**src/rtl/tbpd_pkg.sv**
```systemverilog
`default_nettype none
package tbpd_pkg;

  localparam int CordicStepsDef = 16;
  localparam int DriveLimitDef  = 126;

  localparam int SampleW    = 16;
  localparam int GainW      = 16;
  localparam int RateScaleW = 24;
  localparam int AngleW     = 18;
  localparam int DutyW      = 7;
  localparam int CfgAddrW   = 3;
  localparam int CfgDataW   = 24;

  localparam int AtanLen = 24;
  localparam int AtanIdxW = 5;
  localparam int AtanW   = 22;
  localparam int CordW   = 27;
  localparam int TiltW   = 20;
  localparam int RateW   = 24;
  localparam int PredW   = 25;
  localparam int OperW   = 25;
  localparam int MacW    = 50;

  localparam logic [GainW-1:0]      PropGainRst     = 16'd2560;
  localparam logic [GainW-1:0]      DerivGainRst    = 16'd256;
  localparam logic [GainW-1:0]      BlendWeightRst  = 16'd64225;
  localparam logic [GainW-1:0]      SamplePeriodRst = 16'd655;
  localparam logic [RateScaleW-1:0] RateScaleRst    = 24'd125446;

  // 180 degrees in Q16
  localparam logic signed [CordW-1:0] HalfTurn = 27'sd11796480;

  typedef enum logic [CfgAddrW-1:0] {
    REG_PROP_GAIN     = 3'd0,
    REG_DERIV_GAIN    = 3'd1,
    REG_BLEND_WEIGHT  = 3'd2,
    REG_SAMPLE_PERIOD = 3'd3,
    REG_RATE_SCALE    = 3'd4
  } cfg_reg_t;

  typedef enum logic [3:0] {
    ST_IDLE,
    ST_MUL_RATE,
    ST_WAIT_RATE,
    ST_GET_RATE,
    ST_MUL_PRED,
    ST_WAIT_PRED,
    ST_GET_PRED,
    ST_WAIT_TILT,
    ST_MUL_MIX1,
    ST_MUL_MIX2,
    ST_WAIT_MIX,
    ST_GET_MIX,
    ST_MUL_DRV1,
    ST_MUL_DRV2,
    ST_WAIT_DRV,
    ST_GET_DRV
  } seq_state_t;

  typedef struct packed {
    logic                    valid;
    logic                    clr;
    logic signed [OperW-1:0] a;
    logic signed [OperW-1:0] b;
  } mac_cmd_t;

  // atan(2^-i) in degrees, Q16
  function automatic logic [AtanW-1:0] atan_deg(input logic [AtanIdxW-1:0] idx);
    logic [AtanW-1:0] v;
    case (idx)
      5'd0:  v = 22'd2949120;
      5'd1:  v = 22'd1740967;
      5'd2:  v = 22'd919879;
      5'd3:  v = 22'd466945;
      5'd4:  v = 22'd234379;
      5'd5:  v = 22'd117304;
      5'd6:  v = 22'd58666;
      5'd7:  v = 22'd29335;
      5'd8:  v = 22'd14668;
      5'd9:  v = 22'd7334;
      5'd10: v = 22'd3667;
      5'd11: v = 22'd1833;
      5'd12: v = 22'd917;
      5'd13: v = 22'd458;
      5'd14: v = 22'd229;
      5'd15: v = 22'd115;
      5'd16: v = 22'd57;
      5'd17: v = 22'd29;
      5'd18: v = 22'd14;
      5'd19: v = 22'd7;
      5'd20: v = 22'd4;
      5'd21: v = 22'd2;
      5'd22: v = 22'd1;
      default: v = 22'd0;
    endcase
    return v;
  endfunction

endpackage
`default_nettype wire

```
**src/rtl/tbpd_mac.sv**
```systemverilog
`default_nettype none
module tbpd_mac (
  input  wire logic                              clk,
  input  wire logic                              rst_n,
  input  wire tbpd_pkg::mac_cmd_t                cmd,
  output logic signed [tbpd_pkg::MacW-1:0]       acc
);

  logic signed [tbpd_pkg::MacW-1:0] prod_r, acc_r;
  logic                             pend_r, clr_r;

  always_ff @(posedge clk) begin
    if (!rst_n) begin
      pend_r <= 1'b0;
    end else begin
      pend_r <= cmd.valid;
    end
  end

  always_ff @(posedge clk) begin
    if (cmd.valid) begin
      prod_r <= cmd.a * cmd.b;
      clr_r  <= cmd.clr;
    end
    // accumulate in the cycle after the product lands
    if (pend_r) begin
      acc_r <= clr_r ? prod_r : acc_r + prod_r;
    end
  end

  assign acc = acc_r;

endmodule
`default_nettype wire

```
**config.mk**
```make
export PLATFORM = sky130hd
export DESIGN_NAME = tbpd_mac
export DESIGN_NICKNAME = d
export VERILOG_FILES = /design/src/rtl/tbpd_pkg.sv /design/src/rtl/tbpd_mac.sv
export SDC_FILE = /design/constraint.sdc
export NUM_CORES = 2
export LEC_CHECK = 0
export ABC_AREA = 1
export BUFFER_PORTS_ARGS = -buffer_cell sky130_fd_sc_hd__buf_2
export CAP_MARGIN = 20
export CORE_ASPECT_RATIO = 1.2
export CORE_MARGIN = 3
export CORE_UTILIZATION = 26
export DETAILED_ROUTE_END_ITERATION = 7
export PLACE_DENSITY_LB_ADDON = 0.25
export SYNTH_ARGS = -nofsm -noshare
export SYNTH_HDL_FRONTEND = slang
export SYNTH_SLANG_ARGS = --single-unit
```
**constraint.sdc**
```tcl
create_clock -name clk -period 8.4 [get_ports clk]
set_input_delay 2.52 -clock clk [delete_from_list [all_inputs] [get_ports clk]]
set_output_delay 2.52 -clock clk [all_outputs]
set_load 0.01 [all_outputs]
```
### After elaboration in Yosys (flattened, before gate mapping)

Index checks and enable logic that the tools add are counted.

* register bits after elaboration: 102
* input bits: 54
* output and inout port bits: 50
* logic and storage cells: 7

* add/subtract/negate cells: 1
* multipliers: 1
* mux-type cells: 1

Operators with widths (number)
* $add 50x50->50: 1
* $mul 25x25->50: 1
* $mux 50: 1

### Depth between registers and ports, before layout

* depth after elaboration: 2
* gate-level depth with buffers: 30
* gate-level depth less buffers: 28

### Least setup slack after synthesis

Ideal clock, no wire load.

* path kind: input to register
* start: in cmd[49] in the netlist's numbering
* end: reg prod_r[48] in the netlist's numbering (data pin)
* library setup time: 0.253 ns
* data arrival time: 8.380 ns
* required time: 8.147 ns
* setup slack: -0.232 ns
* stages: 23
* path buffers: 2
* path through: clkbuf_1 clkbuf_1 nand2_1 inv_1 fa_1 fa_1 fa_1 inv_1 fa_1 inv_1 fa_1 inv_1 fa_1 inv_1 fa_1 ha_1 inv_1 nor3_1 nand2_1 nor3_1 o21ai_0 nand4_1 nand2_1

* word-level cells in the longest chain between the ends: 1

RTL lines
* start: declaration: RTL line tbpd_mac.sv:5 `input wire tbpd_pkg::mac_cmd_t cmd,`
* $mul 25x25->50: RTL line tbpd_mac.sv:22 `prod_r <= cmd.a * cmd.b;`
* end signal: assignment: RTL line tbpd_mac.sv:22
* end: declaration: RTL line tbpd_mac.sv:9 `logic signed [tbpd_pkg::MacW-1:0] prod_r, acc_r;`

Every way passes these cells.
A chain may end at the register's enable or synchronous reset.

### Worst setup path after layout

* start: in cmd[6] in the netlist's numbering
* end: reg prod_r[44] in the netlist's numbering (data pin)

Same word-level chain as after synthesis.

==> metrics.md <==
| Metric | Value |
|---|---|
| Status | completed |
| Via count | 26393 |
| Warnings from Yosys | 0 |
| Yosys reg bits | 102 |
| Top layer in use | met5 |
| H-Tree Depth | 3 |
| TritonCTS clock tree | built |
| Post-synthesis area per instance | 7.62 um^2 |
| Slew @ Worst Pin | 765 ps |
| Min-delay worst type | flop to flop |
| FFs w/ async S/R, synth | 0% |
| Clk buf depth | 2 |
| Max-slew violations | 0 |
| CP startpoint | cmd[6] |
| Critical R2R Capture | acc[28]$_DFFE_PP_ |
| Final net count | 5443 |
| Initial core utilization | 26.3% |
| Mapped Area | 32200 um^2 |
| Maxcap violations | 0 |
| Sequential element share of the synthesized area | 9.48% |
| RSZ-0062 raised after global routing | true |
| # IOs | 104 |
| CTS buffer count | 9 |
| Hpwl dp | 94400 um |
| Vias in the first global route | 28796 |
| Layout cells sized above 1 | 14.6% |
| WL met2 | 54600 um |
| Hold path start | prod_r[30]$_DFFE_PP_ |
| CTS clk-pin slew, worst paths | 90 ps |
| Crit path required time | 8530 ps |
| Total Routing Usage GR | 16.7% |
| Core region area | 122000 um^2 |
| WHS Path Cells | 2 |
| WP buf/inv | 7 |
| Metal3 WL | 2590 um |
| Worst Path Arrival | 8360 ps |
| Root buffer cell | clkbuf_16 |
| Top_reg_cell synth | edfxtp_1 |
| Reg2Reg Launch Point | acc[0]$_DFFE_PP_ |
| Clock sink count | 102 |
| Pin count of the biggest net entering global routing | 55 |
| Pre-Repair DR Iteration Count | 6 |
| Setup Skew | 18.6 ps |
| Rel. slew slack | 49.0% |
| Die area | 128000 um^2 |
| Aggregate routed wire length | 105000 um |
| CP peak stage delay | 630 ps |
| Register-to-Register Path Depth | 15 |
| WS Path Type | input port to flop |
| Worst path top cell family by delay | adder cells |
| Worst Hold End | acc[30]$_DFFE_PP_ |
| Final setup fails | 0 |
| IO Port Bufs | 103 |
| Mapped Nets | 5132 |
| Fill cells | 13347 |
| Period utilisation layout | 97.9% |
| Met1 Wirelength | 45500 um |
| Post-route cell area | 38100 um^2 |
| CP Capture Type | flop |
| Mapped Cells | 4229 |
| Hold Violations, Final | 0 |
| RePlAce Congestion | 0.927 |
| Initial DRC count | 1329 |
| Placement Rows | 140 |
| Area of the multi-input gates | 24500 um^2 |
| Worst skew pair latency | 390 ps |
| Crit path top cell by count | fa_1 |
| Remaining antenna violation count | 0 |
| Die height | 392 um |
| Vias per inst | 4.27 |
| Area delta synth->final | 18.4% |
| Worst-path maximum fanout | 6 |
| Post-layout min period | 8230 ps |
| Worst hold slack | 564 ps |
| Initial antenna violation count | 4 |
| Hold Buf Count CTS | 0 |
| Grt ovf | 0 |
| DR WL/cell | 17.0 um |
| Worst setup SP type | input port |
| Slowest cell on the critical path | fa_2 |
| Slack of the worst reg-to-reg path | 5410 ps |
| Max Clock Freq | 0.122 GHz |
| Placed cell areas | 37300 um^2 |
| Cell variety after synth | 42 |
| Storage element area | 3050 um^2 |
| Residual DRC | 0 |
| First-pass GRT wire length | 166000 um |
| Post-synth EDFFs | 101 |
| Crit path cell chain | buf_2, buf_4, nand2_1, inv_1, fa_1, fa_1, buf_4, fa_2, buf_4, fa_1, fa_1, fa_1, inv_1, fa_1, inv_1, ha_1, nand2_1, o21ai_0, o21bai_1, a21oi_2, nand3_2, xor2_1 |
| Die span in x | 327 um |
==> cells in the final DEF (no fill, tap or decap), types with 22 or more instances in the layout <==
cell	Yosys	layout
nand2_1	1216	1211
inv_1	1175	1167
fa_1	659	656
buf_4	0	325
ha_1	190	179
nor2_1	177	156
nand3_1	108	106
edfxtp_1	101	101
a21oi_1	109	93
buf_2	2	81
o21ai_0	54	40
buf_12	0	40
nor2_2	17	34
xor2_1	33	32
nand4_1	30	30
inv_2	15	23
nand2_2	18	23
o21ai_1	12	22
==> worst reg2reg max path, cell delays in order (launching register included) <==
cell	delay [ps]
edfxtp_1	410
ha_1	300
inv_1	90
fa_1	430
inv_1	170
nand2_1	110
o21ai_2	270
nand2_1	110
nand2_2	170
nand2_1	70
nand2_1	170
nand3_1	180
nand2_1	90
nand2_1	50
nand3_1	60
nand2_1	60
==> cells in the mapped netlist (17+ instances only) <==
library cell | n | share of area (%)
nor2_1 | 177 | 2.1
fa_1 | 659 | 41
ha_1 | 190 | 7.4
edfxtp_1 | 101 | 9.4
a21oi_1 | 109 | 1.7
xor2_1 | 33 | 0.90
nand2_1 | 1216 | 14
or2_2 | 19 | 0.37
nor3_1 | 20 | 0.31
inv_1 | 1175 | 14
nor2_2 | 17 | 0.33
nand4_1 | 30 | 0.58
xnor2_1 | 22 | 0.60
o21ai_0 | 54 | 0.84
clkbuf_1 | 157 | 1.8
nand2_2 | 18 | 0.35
nand3_1 | 108 | 1.7
==> state kept, by name, indices dropped and copies added (netlist names) <==
name / flops
acc: 50
clr_r: 1
pend_r: 1
prod_r: 50
==> per-layer routing <==
layer | up-vias | GRT usage (%)
met5 | - | 0
met4 | 2 | 3.39
met3 | 104 | 0.920
met2 | 462 | 31.4
met1 | 13053 | 21.1
li1 | 12772 | -
==> worst max path at each step <==
stage / endpoint / slack, ps / cells after the start
2_1_floorplan: prod_r[42]$_DFFE_PP_ / 5 / 25
3_3_place_gp: prod_r[44]$_DFFE_PP_ / -650 / 22
4_1_cts: prod_r[44]$_DFFE_PP_ / 0.7 / 26
6_report: prod_r[44]$_DFFE_PP_ / 170 / 22
3_5_place_dp: prod_r[44]$_DFFE_PP_ / -650 / 22
5_1_grt: prod_r[45]$_DFFE_PP_ / -20 / 27
==> final cells by class <==
cell class / count / area share (%)
well taps: 1633 / 5.36
flip-flops and latches: 102 / 8.01
clock buffers: 11 / 0.663
diodes: 2 / 0.0131
multi-input cells: 2777 / 64.2
inverters: 1190 / 11.7
clock inverters: 5 / 0.226
repair buffers: 460 / 9.86
==> what timing repair did <==
action	4_1_cts	5_1_grt
endpoints found under the setup margin	8	27
gates cloned	0	0
resized for setup	21	104
pin swaps	0	12
buffers inserted	0	5
==> metrics by stage <==
stage	setup TNS (ps)	instances	setup WS [ps]	utilization, %
2_1_floorplan	0	4229	5.04	-
3_3_place_gp	-10970	6157	-653	30.5
3_5_place_dp	-11400	6157	-646	30.5
4_1_cts	0	6173	0.694	30.9
5_1_grt	-29.2	6180	-17.1	31.2
6_report	0	6180	172	31.2
==> cells by family (layout without fill, tap and decap cells) <==
| group | after synthesis | in the layout | share of synthesized area [%] |
|---|---|---|---|
| adders and majority gates | 849 | 849 | 48.3 |
| other | 0 | 2 | 0 |
| and+or+nand+nor | 1646 | 1646 | 20.9 |
| xor gates and xnor gates | 55 | 55 | 1.50 |
| AOI/OAI and AO/OA | 227 | 227 | 4.00 |
| DFF | 102 | 102 | 9.48 |
| buffers and inverters | 1350 | 1666 | 15.7 |
Power is not shown: default switching activity piles up to over one toggle a cycle in this logic, so the estimate is an artifact.
